==> src/rtl/setq_pkg.sv <==
// shared types, codes and constants of the sorted event timer queue
`timescale 1ns / 1ps
package setq_pkg;

    localparam int NUM_EVENTS_DEF = 32;
    localparam int ID_W           = 5;
    localparam int ID_SLOTS       = 32;
    localparam int DATA_W         = 32;
    localparam int AMT_W          = 31;

    localparam logic [AMT_W-1:0]  MAX_SLICE_RST = 31'd4194304;
    localparam logic [DATA_W-1:0] RATE_DIV_RST  = 32'd1;

    localparam logic REG_MAX_SLICE = 1'b0;
    localparam logic REG_RATE_DIV  = 1'b1;

    typedef enum logic [2:0] {
        CMD_SCHED_NOW  = 3'd0,
        CMD_SCHED_PREV = 3'd1,
        CMD_CANCEL     = 3'd2,
        CMD_CONSUME    = 3'd3,
        CMD_SLICE_END  = 3'd4,
        CMD_QUERY      = 3'd5,
        CMD_RESCALE    = 3'd6,
        CMD_FORCE_EXIT = 3'd7
    } t_cmd;

    typedef enum logic [1:0] {
        KIND_SLICE = 2'd0,
        KIND_FIRED = 2'd1,
        KIND_QUERY = 2'd2
    } t_kind;

    typedef enum logic [1:0] {
        TSEL_ENTRY = 2'd0,
        TSEL_LEN   = 2'd1,
        TSEL_REM   = 2'd2
    } t_tsel;

    typedef enum logic [1:0] {
        DSRC_NEW  = 2'd0,
        DSRC_OLD  = 2'd1,
        DSRC_PROD = 2'd2
    } t_dsrc;

    typedef enum logic [4:0] {
        ST_IDLE,
        ST_DEC,
        ST_SET,
        ST_RM_PRE,
        ST_RM,
        ST_INS_PRE,
        ST_INS,
        ST_SE_PRE,
        ST_SE,
        ST_EMIT,
        ST_RS_N,
        ST_RS_NW,
        ST_RS_O,
        ST_RS_OW,
        ST_RS_PRE,
        ST_RS_EL,
        ST_RS_MUL,
        ST_RS_DIV,
        ST_RS_DW,
        ST_REPORT
    } t_state;

    typedef struct packed {
        logic  latch_in;
        logic  consume;
        logic  force_exit;
        logic  set_dl;
        logic  pass_pre;
        logic  adv;
        logic  dl_entry;
        logic  rm_step;
        logic  rm_fin;
        logic  ins_step;
        logic  se_pre;
        logic  se_step;
        logic  se_fin;
        logic  emit_beat;
        logic  report_beat;
        logic  div_start;
        t_dsrc div_src;
        logic  lat_n;
        logic  lat_o;
        logic  rs_pre;
        logic  mul;
        logic  scale_wr;
        logic  sat;
        logic  sel_len;
        logic  sel_rem;
    } t_ctl;

    typedef struct packed {
        t_cmd  cmd;
        logic  id_ok;
        logic  pend;
        logic  at_end;
        logic  dl_pos;
        logic  emit_more;
        logic  div_done;
        logic  q_zero;
        logic  ovf;
        logic  out_free;
        t_tsel tsel;
    } t_sts;

endpackage

==> src/rtl/setq_ctrl.sv <==
// sequencer for the timer queue: walks passes and issues datapath commands
`timescale 1ns / 1ps
module setq_ctrl (
    input  logic             i_clk,
    input  logic             i_rst_n,
    input  logic             i_in_valid,
    output logic             o_in_stall,
    input  setq_pkg::t_sts   i_sts,
    output setq_pkg::t_ctl   o_ctl
);
    setq_pkg::t_state r_state;
    setq_pkg::t_state n_state;

    always_ff @(posedge i_clk) begin
        if (!i_rst_n) begin
            r_state <= setq_pkg::ST_IDLE;
        end else begin
            r_state <= n_state;
        end
    end

    // next state
    always_comb begin
        n_state = r_state;
        unique case (r_state)
            setq_pkg::ST_IDLE: begin
                if (i_in_valid) n_state = setq_pkg::ST_DEC;
            end
            setq_pkg::ST_DEC: begin
                unique case (i_sts.cmd)
                    setq_pkg::CMD_SCHED_NOW, setq_pkg::CMD_SCHED_PREV: begin
                        n_state = i_sts.id_ok ? setq_pkg::ST_SET : setq_pkg::ST_REPORT;
                    end
                    setq_pkg::CMD_CANCEL: begin
                        n_state = (i_sts.id_ok && i_sts.pend) ? setq_pkg::ST_RM_PRE
                                                              : setq_pkg::ST_REPORT;
                    end
                    setq_pkg::CMD_SLICE_END: n_state = setq_pkg::ST_SE_PRE;
                    setq_pkg::CMD_RESCALE:   n_state = setq_pkg::ST_RS_N;
                    default:                 n_state = setq_pkg::ST_REPORT;
                endcase
            end
            setq_pkg::ST_SET: begin
                n_state = i_sts.pend ? setq_pkg::ST_RM_PRE : setq_pkg::ST_INS_PRE;
            end
            setq_pkg::ST_RM_PRE: n_state = setq_pkg::ST_RM;
            setq_pkg::ST_RM: begin
                if (i_sts.at_end) begin
                    n_state = (i_sts.cmd == setq_pkg::CMD_CANCEL) ? setq_pkg::ST_REPORT
                                                                 : setq_pkg::ST_INS_PRE;
                end
            end
            setq_pkg::ST_INS_PRE: n_state = setq_pkg::ST_INS;
            setq_pkg::ST_INS: begin
                if (i_sts.at_end) n_state = setq_pkg::ST_REPORT;
            end
            setq_pkg::ST_SE_PRE: n_state = setq_pkg::ST_SE;
            setq_pkg::ST_SE: begin
                if (i_sts.at_end) n_state = setq_pkg::ST_EMIT;
            end
            setq_pkg::ST_EMIT: begin
                if (!i_sts.emit_more) n_state = setq_pkg::ST_REPORT;
            end
            setq_pkg::ST_RS_N:  n_state = setq_pkg::ST_RS_NW;
            setq_pkg::ST_RS_NW: begin
                if (i_sts.div_done) n_state = setq_pkg::ST_RS_O;
            end
            setq_pkg::ST_RS_O:  n_state = setq_pkg::ST_RS_OW;
            setq_pkg::ST_RS_OW: begin
                if (i_sts.div_done) begin
                    n_state = i_sts.q_zero ? setq_pkg::ST_REPORT : setq_pkg::ST_RS_PRE;
                end
            end
            setq_pkg::ST_RS_PRE: n_state = setq_pkg::ST_RS_EL;
            setq_pkg::ST_RS_EL: begin
                if (i_sts.at_end || i_sts.dl_pos) n_state = setq_pkg::ST_RS_MUL;
            end
            setq_pkg::ST_RS_MUL: n_state = setq_pkg::ST_RS_DIV;
            setq_pkg::ST_RS_DIV, setq_pkg::ST_RS_DW: begin
                if (i_sts.ovf || r_state == setq_pkg::ST_RS_DW) begin
                    if (i_sts.ovf || i_sts.div_done) begin
                        unique case (i_sts.tsel)
                            setq_pkg::TSEL_ENTRY: n_state = setq_pkg::ST_RS_EL;
                            setq_pkg::TSEL_LEN:   n_state = setq_pkg::ST_RS_MUL;
                            default:              n_state = setq_pkg::ST_REPORT;
                        endcase
                    end
                end else begin
                    n_state = setq_pkg::ST_RS_DW;
                end
            end
            setq_pkg::ST_REPORT: begin
                if (i_sts.out_free) n_state = setq_pkg::ST_IDLE;
            end
            default: n_state = setq_pkg::ST_IDLE;
        endcase
    end

    // outputs
    always_comb begin
        o_ctl      = '0;
        o_in_stall = (r_state != setq_pkg::ST_IDLE);
        unique case (r_state)
            setq_pkg::ST_IDLE: begin
                o_ctl.latch_in = i_in_valid;
            end
            setq_pkg::ST_DEC: begin
                o_ctl.consume    = (i_sts.cmd == setq_pkg::CMD_CONSUME);
                o_ctl.force_exit = (i_sts.cmd == setq_pkg::CMD_FORCE_EXIT);
            end
            setq_pkg::ST_SET: begin
                o_ctl.set_dl = 1'b1;
            end
            setq_pkg::ST_RM_PRE, setq_pkg::ST_INS_PRE: begin
                o_ctl.pass_pre = 1'b1;
            end
            setq_pkg::ST_RM: begin
                o_ctl.rm_step = !i_sts.at_end;
                o_ctl.adv     = !i_sts.at_end;
                o_ctl.rm_fin  = i_sts.at_end;
            end
            setq_pkg::ST_INS: begin
                o_ctl.dl_entry = 1'b1;
                o_ctl.ins_step = 1'b1;
                o_ctl.adv      = !i_sts.at_end;
            end
            setq_pkg::ST_SE_PRE: begin
                o_ctl.pass_pre = 1'b1;
                o_ctl.se_pre   = 1'b1;
            end
            setq_pkg::ST_SE: begin
                o_ctl.dl_entry = 1'b1;
                o_ctl.se_step  = !i_sts.at_end;
                o_ctl.adv      = !i_sts.at_end;
                o_ctl.se_fin   = i_sts.at_end;
            end
            setq_pkg::ST_EMIT: begin
                o_ctl.emit_beat = i_sts.emit_more && i_sts.out_free;
            end
            setq_pkg::ST_RS_N: begin
                o_ctl.div_start = 1'b1;
                o_ctl.div_src   = setq_pkg::DSRC_NEW;
            end
            setq_pkg::ST_RS_NW: begin
                o_ctl.lat_n = i_sts.div_done;
            end
            setq_pkg::ST_RS_O: begin
                o_ctl.div_start = 1'b1;
                o_ctl.div_src   = setq_pkg::DSRC_OLD;
            end
            setq_pkg::ST_RS_OW: begin
                o_ctl.lat_o = i_sts.div_done;
            end
            setq_pkg::ST_RS_PRE: begin
                o_ctl.pass_pre = 1'b1;
                o_ctl.rs_pre   = 1'b1;
            end
            setq_pkg::ST_RS_EL: begin
                o_ctl.dl_entry = 1'b1;
                o_ctl.sel_len  = i_sts.at_end;
                o_ctl.adv      = !i_sts.at_end && !i_sts.dl_pos;
            end
            setq_pkg::ST_RS_MUL: begin
                o_ctl.dl_entry = 1'b1;
                o_ctl.mul      = 1'b1;
            end
            setq_pkg::ST_RS_DIV, setq_pkg::ST_RS_DW: begin
                o_ctl.dl_entry = 1'b1;
                if (r_state == setq_pkg::ST_RS_DIV && !i_sts.ovf) begin
                    o_ctl.div_start = 1'b1;
                    o_ctl.div_src   = setq_pkg::DSRC_PROD;
                end else if (i_sts.ovf || i_sts.div_done) begin
                    o_ctl.scale_wr = 1'b1;
                    o_ctl.sat      = i_sts.ovf && r_state == setq_pkg::ST_RS_DIV;
                    o_ctl.adv      = (i_sts.tsel == setq_pkg::TSEL_ENTRY);
                    o_ctl.sel_rem  = (i_sts.tsel == setq_pkg::TSEL_LEN);
                end
            end
            setq_pkg::ST_REPORT: begin
                o_ctl.report_beat = i_sts.out_free;
            end
            default: o_ctl = '0;
        endcase
    end
endmodule

==> config.mk <==
export PLATFORM = sky130hd
export DESIGN_NAME = setq_ctrl
export DESIGN_NICKNAME = d
export VERILOG_FILES = /design/src/rtl/setq_pkg.sv /design/src/rtl/setq_ctrl.sv
export SDC_FILE = /design/constraint.sdc
export NUM_CORES = 1
export LEC_CHECK = 0
export ABC_CLOCK_PERIOD_IN_PS = 3000
export BUFFER_PORTS_ARGS = -buffer_cell sky130_fd_sc_hd__buf_2
export CORE_MARGIN = 1
export CORE_UTILIZATION = 35
export CTS_BUF_LIST = sky130_fd_sc_hd__clkbuf_8
export CTS_CLUSTER_DIAMETER = 40
export DETAILED_ROUTE_END_ITERATION = 16
export REMOVE_ABC_BUFFERS = 1
export SETUP_SLACK_MARGIN = 0.2
export SLEW_MARGIN = 0
export SYNTH_ARGS = -nofsm -noshare
export SYNTH_HDL_FRONTEND = slang
export SYNTH_SLANG_ARGS = --single-unit
==> constraint.sdc <==
create_clock -name i_clk -period 3 [get_ports i_clk]
set_input_delay 0.3 -clock i_clk [delete_from_list [all_inputs] [get_ports i_clk]]
set_output_delay 0.3 -clock i_clk [all_outputs]
set_load 0.005 [all_outputs]
* Word-level counts from Yosys, hierarchy flattened *
Cells that the tools add are included.

storage, ports and cells
  flip-flop bits (word level) = 5
  input port bits = 17
  output and inout bits = 27
  logic and storage cells = 104

operators by class
  equal/unequal tests = 36
  muxes and demuxes = 46
  reductions and logical operators = 21

operators by type and width
  operator                                       number
  one-hot mux 5 bit (19 select lines)            1
  two-way mux 5 bit                              15
  == test 5 x 4 -> 1 bit, second input constant  8
  == test 5 x 3 -> 1 bit, second input constant  4
  == test 5 bit, second input constant           4
  one-hot mux 5 bit (4 select lines)             1
  two-way mux 1 bit                              18
  inequality test 2 bit, second input constant   9
  two-way mux 2 bit                              6
  == test 5 x 2 -> 1 bit, second input constant  2
  one-hot mux 5 bit (2 select lines)             1
  AND reduction 10 bit                           1
  == test 3 bit, second input constant           3
  one-hot mux 3 bit (3 select lines)             1
  == test 3 x 2 -> 1 bit, second input constant  2
  two-way mux 3 bit                              2
  OR reduction 6 bit                             1
  == test 5 x 1 -> 1 bit, second input constant  1
  logical AND 1 bit                              5
  logical NOT 5 bit                              1
  nonzero test 5 bit                             1
  OR reduction 2 bit                             2
  OR reduction 4 bit                             1
  == test 3 x 1 -> 1 bit, second input constant  1
  other kinds (8)                                12

* Longest topological paths before layout *
Gate-level depths: netlist (run 1).

  word-level depth = 5
  mapped depth = 7
  mapped depth without buffers = 5

* Worst setup path before layout (run 1) *
Ideal clock, no wire load.

  kind = reg2out
  from = register r_state[1]
  to = output o_ctl[20] in the netlist's numbering
  data arrival time = 1.467 ns
  data required time = 2.700 ns
  slack = 1.233 ns
  stages on the path, launching flop included = 6
  cells stage by stage = dfxtp_1 -> buf_6 -> or3b_1 -> a2111o_1 -> o41a_4 -> o31ai_1

RTL lines
  what                      line             RTL
  start: declaration        setq_ctrl.sv:11  setq_pkg::t_state r_state;
  start signal: assignment  setq_ctrl.sv:16  r_state <= setq_pkg::ST_IDLE;
  start signal: assignment  setq_ctrl.sv:18  r_state <= n_state;
  end: declaration          setq_ctrl.sv:9   output setq_pkg::t_ctl o_ctl

==> results of run 1 <==
## layout by cell type (no fill, tap or decap), drive strengths merged, types with 3 or more instances in the layout
master,count
a21oi,9
a22oi,4
a31oi,3
and2,3
and3,6
buf,43
clkbuf,3
dfxtp,5
inv,10
nand2,8
nand2b,5
nand3,3
nand3b,3
nand4,3
nor2,19
nor2b,7
nor3,10
o211ai,3
o21ai,9
o31ai,3
## cells by family (layout without fill, tap and decap cells)
logic type / count (synthesis) / count (layout) / synth area share (%)
XOR/XNOR: 1 / 1 / 0.896
AND/OR/NAND/NOR: 76 / 76 / 42.1
buffers and inverters: 20 / 56 / 9.86
AO/OA/AOI/OAI: 47 / 47 / 36.9
flip-flops: 5 / 5 / 10.2
## per-stage QoR
stage | hold WS [ns] | util [%] | total power, mW | worst slack [ns]
floorplan | 0.446 | - | 0.598 | 1.11
global placement | 0.616 | 45.5 | 0.805 | 0.743
detailed placement | 0.613 | 45.5 | 0.809 | 0.702
CTS | 0.385 | 47.2 | 0.937 | 0.453
global route | 0.434 | 47.2 | 1.04 | 0.296
finish | 0.397 | 47.2 | 0.951 | 0.415
## power by group through the flow
stage / clock [mW] / combinational [mW] / sequential [mW]
2_1_floorplan: 0 / 0.418 / 0.180
3_3_place_gp: 0 / 0.588 / 0.218
3_5_place_dp: 0 / 0.589 / 0.220
4_1_cts: 0.123 / 0.594 / 0.220
5_1_grt: 0.129 / 0.674 / 0.234
6_report: 0.120 / 0.606 / 0.225
## layer usage
layer	wire, microns	vias to the layer above	part of all wire, %
met4	62	0	1.8
met3	294	6	8.7
li1	-	627	-
met1	1470	578	43
met5	0	-	0
met2	1550	86	46
## critical path: stages (launching register included)
cell	delay (ns)
dfxtp_1	0.68
nor2b_1	0.37
nand2_1	0.22
o41a_4	0.55
o31ai_1	0.09
buf_2	0.15
## layout make-up
cell class                 instances  area (sq um)
tap                               30          37.5
clock inverter                     1          3.75
clock buffer                       3          41.3
timing repair buffer              43           215
multi-input combinational        124           781
fill                             279          1360
inverter                           9          33.8
sequential                         5           100
## final timing paths
check | startpoint | to | slack [ns] | cells after the start
max | r_state[3]$_SDFFE_PN0P_ | o_ctl[20] | 0.41 | 5
min | i_rst_n | r_state[2]$_SDFFE_PN0P_ | 0.40 | 3
max reg2reg | r_state[3]$_SDFFE_PN0P_ | r_state[4]$_SDFFE_PN0P_ | 0.80 | 5
min reg2reg | r_state[3]$_SDFFE_PN0P_ | r_state[3]$_SDFFE_PN0P_ | 0.80 | 2
==> results.yml, run 1 <==
pwr:
  p_int_mw: 0.434
  swShare_pct: 54.4
  seq_power_share_pct: 23.6
  p_leak_nw: 0.596
  combPwrFrac_pct: 63.7
  p_sw_mw: 0.517
  p_per_area_nw_per_um2: 785
  ir_drop_mv: 0.395
  p_clk_share_pct: 12.7
layout:
  diodes: 0
  syn_to_final_growth_pct: 24.1
  design_area_sq_um: 1210
  nNetsFinal: 203
  top_register: "r_state"
  largest_register_ffs: 5
  final_cells: 215
  reg_top3: "r_state: 5 flops"
  drive_gt1_share_pct: 28.1
drt:
  viasPerCell: 6.03
  drt_iter0_markers: 76
  ant_nets: 0
  vias: 1297
  route.detailed.drc: 0
  drt-total-wl_microns: 3370
  dr.pass1.iters: 4
  wl_per_cell_microns: 15.7
timing:
  setup_tns_ns: 0
  fmax_mhz: 387
  setup_viol: 0
  hold_violations: 0
  min_period_over_period_pct: 86.2
  period_needed_ns: 2.59
  tightest_slew_ns: 0.668
  slew_violations: 0
  skew_ns: 0.00408
  rsz0062_at_grt: "no"
  worst_slew_margin_rel_pct: 55.4
clocking:
  postCtsHoldBufs: 0
  cts_tree: "yes"
  numCtsBuffers: 3
  clock_latency_ns: 0.22
  cts_root_buffer: "clkbuf_8"
  path_clk_slew_ns: 0.04
  post-cts-setup-buffers: 0
  clockBufferDepth: 2
  post_cts_resized: 0
  cts_max_level: 1
  cts.sinks: 5
die:
  rows: 18
  initial_core_util_pct: 38.1
  die_area_sq_um: 3010
  core-area_sq_um: 2570
  dieWidth_microns: 54.8
  ios: 44
  die_y_microns: 54.8
placement:
  placed_area_sq_um: 1170
  numPortBuffers: 43
  finalWeightedCongestion: 0.972
  hpwlAfterDp_microns: 2540
  placed_cells: 211
global_routing:
  grt_util_met2_pct: 37.6
  top_usage_layer: "met2"
  grt_max_degree: 21
  grt_pass1_vias: 1173
  antenna_found_initial: 0
  grt_util_met3_pct: 1.67
  grt_usage_pct: 24.8
  grt_overflow: 0
  grtUsageMet1_pct: 35.6
  grt_pass1_wl_microns: 5490
yosys:
  netlist.top_cell.by_area: "dfxtp_1"
  synth-main-ff-cell: "dfxtp_1"
  yosysWarnings: 0
  synth.avg_cell_area_sq_um: 6.56
  mappedNetlistArea_sq_um: 977
  synth-seq-cells: 5
  postSynthCellCount: 149
  synth.most_common_cell: "nor2_1"
  synth.top_cells.by_area: "dfxtp_1 (10%), nor2_1 (7.3%), nor3_1 (5.1%), nor2b_1 (4.5%), a21oi_1 (4.1%)"
  ys_async_sr_fraction_pct: 0
  synth_edf_count: 0
  synth_top_cell_area_share_pct: 10.2
  synth_cell_types: 44
  yosysSeqAreaShare_pct: 10.2
  synth_commonest_cells: "nor2_1 (19), nor3_1 (10), inv_1 (9), a21oi_1 (8), nand2_1 (8)"
setup_path:
  critPathLaunchType: "flip-flop"
  worstPathArrival_ns: 2.29
  path_class: "flip-flop to output pin"
  critical_path.endpoint_type: "output pin"
  critPathRequiredTime_ns: 2.70
  crit_fanout: 18
hold_path:
  holdCritPathClass: "input pin to flip-flop"
job:
  cap_violations: 0
status:
  status: "finished clean"
No activity file was read; power rests on OpenSTA's default activity.
==> inputs of run 2 (changes only) <==
ABC_AREA = 1   (was not set)
==> run 2 against run 1 <==
Sequential power decreased by 39%. Cell area is 3.4% higher. Routed wire length shrank 3.0%. Clock power barely moved. Synthesized cell count is 39% higher. Area after synthesis decreased by 0.90%. Count of clock-buffer cells in the layout unchanged. Core utilization up 2.0 points. First-iteration DRC count decreased by 50%. Largest cell class unchanged. Largest power group unchanged.
==> results.yml, run 2 <==
layout:
  seqCellArea_sq_um: 100
  diodes: 0
  fill_cells: 319
  drive_gt1_share_pct: 23.0
  nNetsFinal: 270
  top_register: "r_state"
  finish.utilization_pct: 49.3
  final_cell_mix: "nand2_1 (57), nor2_1 (45), buf_2 (43)"
  largest_register_ffs: 5
  final_cells: 282
  multi_input_area_sq_um: 724
  syn_to_final_growth_pct: 29.5
  final_common_cell: "nand2_1"
  reg_top3: "r_state: 5 flops"
yosys:
  synth-main-ff-cell: "dfxtp_1"
  postSynthCellCount: 207
  synth-seq-cells: 5
  synth.top_cells.by_area: "nand2_1 (22%), nor2_1 (17%), nand3_1 (14%), inv_1 (13%), dfxtp_1 (10%)"
  mappedNetlistArea_sq_um: 968
  synth.avg_cell_area_sq_um: 4.68
  synth_commonest_cells: "nand2_1 (57), nor2_1 (45), inv_1 (33), nand3_1 (27), nor3_1 (10)"
  synth_edf_count: 0
  synth_cell_types: 19
  yosysSeqAreaShare_pct: 10.3
  ys_async_sr_fraction_pct: 0
  yosysWarnings: 0
  synth.most_common_cell: "nand2_1"
  netlist.top_cell.by_area: "nand2_1"
  synth_top_cell_area_share_pct: 22.1
timing:
  slew_violations: 0
  fmax_mhz: 466
  period_needed_ns: 2.14
  worst_slack_ns: 0.855
  rsz0062_at_grt: "no"
  setup_tns_ns: 0
  min_period_over_period_pct: 71.5
  tightest_slew_ns: 0.337
  skew_ns: 0.00207
  worst_slew_margin_rel_pct: 77.4
  setup_viol: 0
  hold_violations: 0
job:
  cap_violations: 0
placement:
  placed_cells: 278
  finalWeightedCongestion: 0.948
  place_ws_ns: 1.12
  hpwlAfterDp_microns: 2790
  numPortBuffers: 43
die:
  ios: 44
  core-area_sq_um: 2540
  initial_core_util_pct: 38.1
  dieWidth_microns: 54.6
  die_y_microns: 54.6
  die_area_sq_um: 2980
  rows: 18
hold_path:
  holdCritPathClass: "input pin to flip-flop"
  hold_depth: 3
pwr:
  p_per_area_nw_per_um2: 685
  ir_drop_mv: 0.449
  p_total_mw: 0.859
  p_clk_share_pct: 14.2
  combPwrFrac_pct: 69.8
  swShare_pct: 55.9
  p_leak_nw: 0.845
  seq_power_share_pct: 16.0
  p_int_mw: 0.379
  p_sw_mw: 0.480
clocking:
  path_clk_slew_ns: 0.04
  post_cts_resized: 0
  clock_latency_ns: 0.22
  clockBufferDepth: 2
  cts_root_buffer: "clkbuf_8"
  numCtsBuffers: 3
  post-cts-setup-buffers: 0
  postCtsHoldBufs: 0
  cts_max_level: 1
  cts_tree: "yes"
  cts.sinks: 5
drt:
  route.detailed.drc: 0
  viasPerCell: 4.91
  dr.pass1.iters: 4
  vias: 1385
  ant_nets: 0
  drt_iter0_markers: 38
  wl_per_cell_microns: 11.6
  drt-total-wl_microns: 3270
setup_path:
  critPathRequiredTime_ns: 2.70
  critPathLaunchType: "flip-flop"
  critical_path.endpoint_type: "output pin"
  worstPathArrival_ns: 1.84
  path_class: "flip-flop to output pin"
  ff2ff_path_depth: 7
  crit_fanout: 8
global_routing:
  grt_pass1_wl_microns: 4930
  grt_overflow: 0
  antenna_found_initial: 0
  grt_max_degree: 14
  grt_pass1_vias: 1095
  grt_usage_pct: 23.5
status:
  status: "finished clean"
run 2: changes by cell type after synthesis, sizes merged, moves of 6 or more:
| cell | previous run | this run |
|---|---|---|
| and3 | 6 | 0 |
| inv | 9 | 35 |
| nand2 | 8 | 59 |
| nand3 | 3 | 27 |
| nor2 | 19 | 52 |
| nor2b | 7 | 0 |
run 2: worst paths after layout:
check	start	end	slack, ns
setup / recovery	r_state[3]$_SDFFE_PN0P_	o_ctl[20]	0.86
hold / removal	i_rst_n	r_state[2]$_SDFFE_PN0P_	0.38
hold reg to reg	r_state[2]$_SDFFE_PN0P_	r_state[2]$_SDFFE_PN0P_	0.56
setup reg to reg	r_state[4]$_SDFFE_PN0P_	r_state[0]$_SDFFE_PN0P_	1.27
run 2: routing by layer:
| metal | GRT usage (%) | part of all wire (%) | routed length [microns] |
|---|---|---|---|
| met2 | 41.2 | 46 | 1500 |
| met1 | 30.4 | 47 | 1530 |
| met3 | 4.17 | 7.3 | 238 |
| met4 | 2.14 | 0.21 | 7 |
| met5 | 0 | 0 | 0 |
run 2: cell type report:
class,instances,share of cell area (%)
Sequential cell,5,7.98
Clock inverter,1,0.299
Timing Repair Buffer,43,17.2
Inverter,35,10.5
Tap cell,30,2.99
Clock buffer,3,3.29
Multi-Input combinational cell,165,57.8
run 2: logic make-up (layout without fill, tap and decap cells):
logic type             Yosys count  count (layout)  synth area share, %
AO/OA/AOI/OAI                   10              10                 5.17
flip-flops                       5               5                 10.3
AND/OR/NAND/NOR                155             155                 69.6
buffers and inverters           37              82                 14.9
run 2: power groups by stage:
stage / sequential (mW) / clock, mW / combinational, mW
after floorplan: 0.128 / 0 / 0.419
after global routing: 0.141 / 0.127 / 0.683
after global placement: 0.135 / 0 / 0.605
after CTS: 0.136 / 0.124 / 0.599
final: 0.137 / 0.122 / 0.599
after detailed placement: 0.137 / 0 / 0.596
run 2: per-stage QoR:
step           hold slack (ns)  cell area, sq um
6_report                 0.381              1250
5_1_grt                  0.399              1250
4_1_cts                  0.378              1250
3_5_place_dp             0.549              1210
3_3_place_gp             0.546              1210
2_1_floorplan            0.484               956
run 2: critical path, cell delays in order, from the launching register on:
cell and delay, ns:
dfxtp_1 0.47, inv_1 0.15, nand2_1 0.23, nor2_2 0.10, o21ai_1 0.15, inv_1 0.12
nand3_1 0.11, inv_1 0.06, nand2_1 0.06, nand2_1 0.05, buf_2 0.12
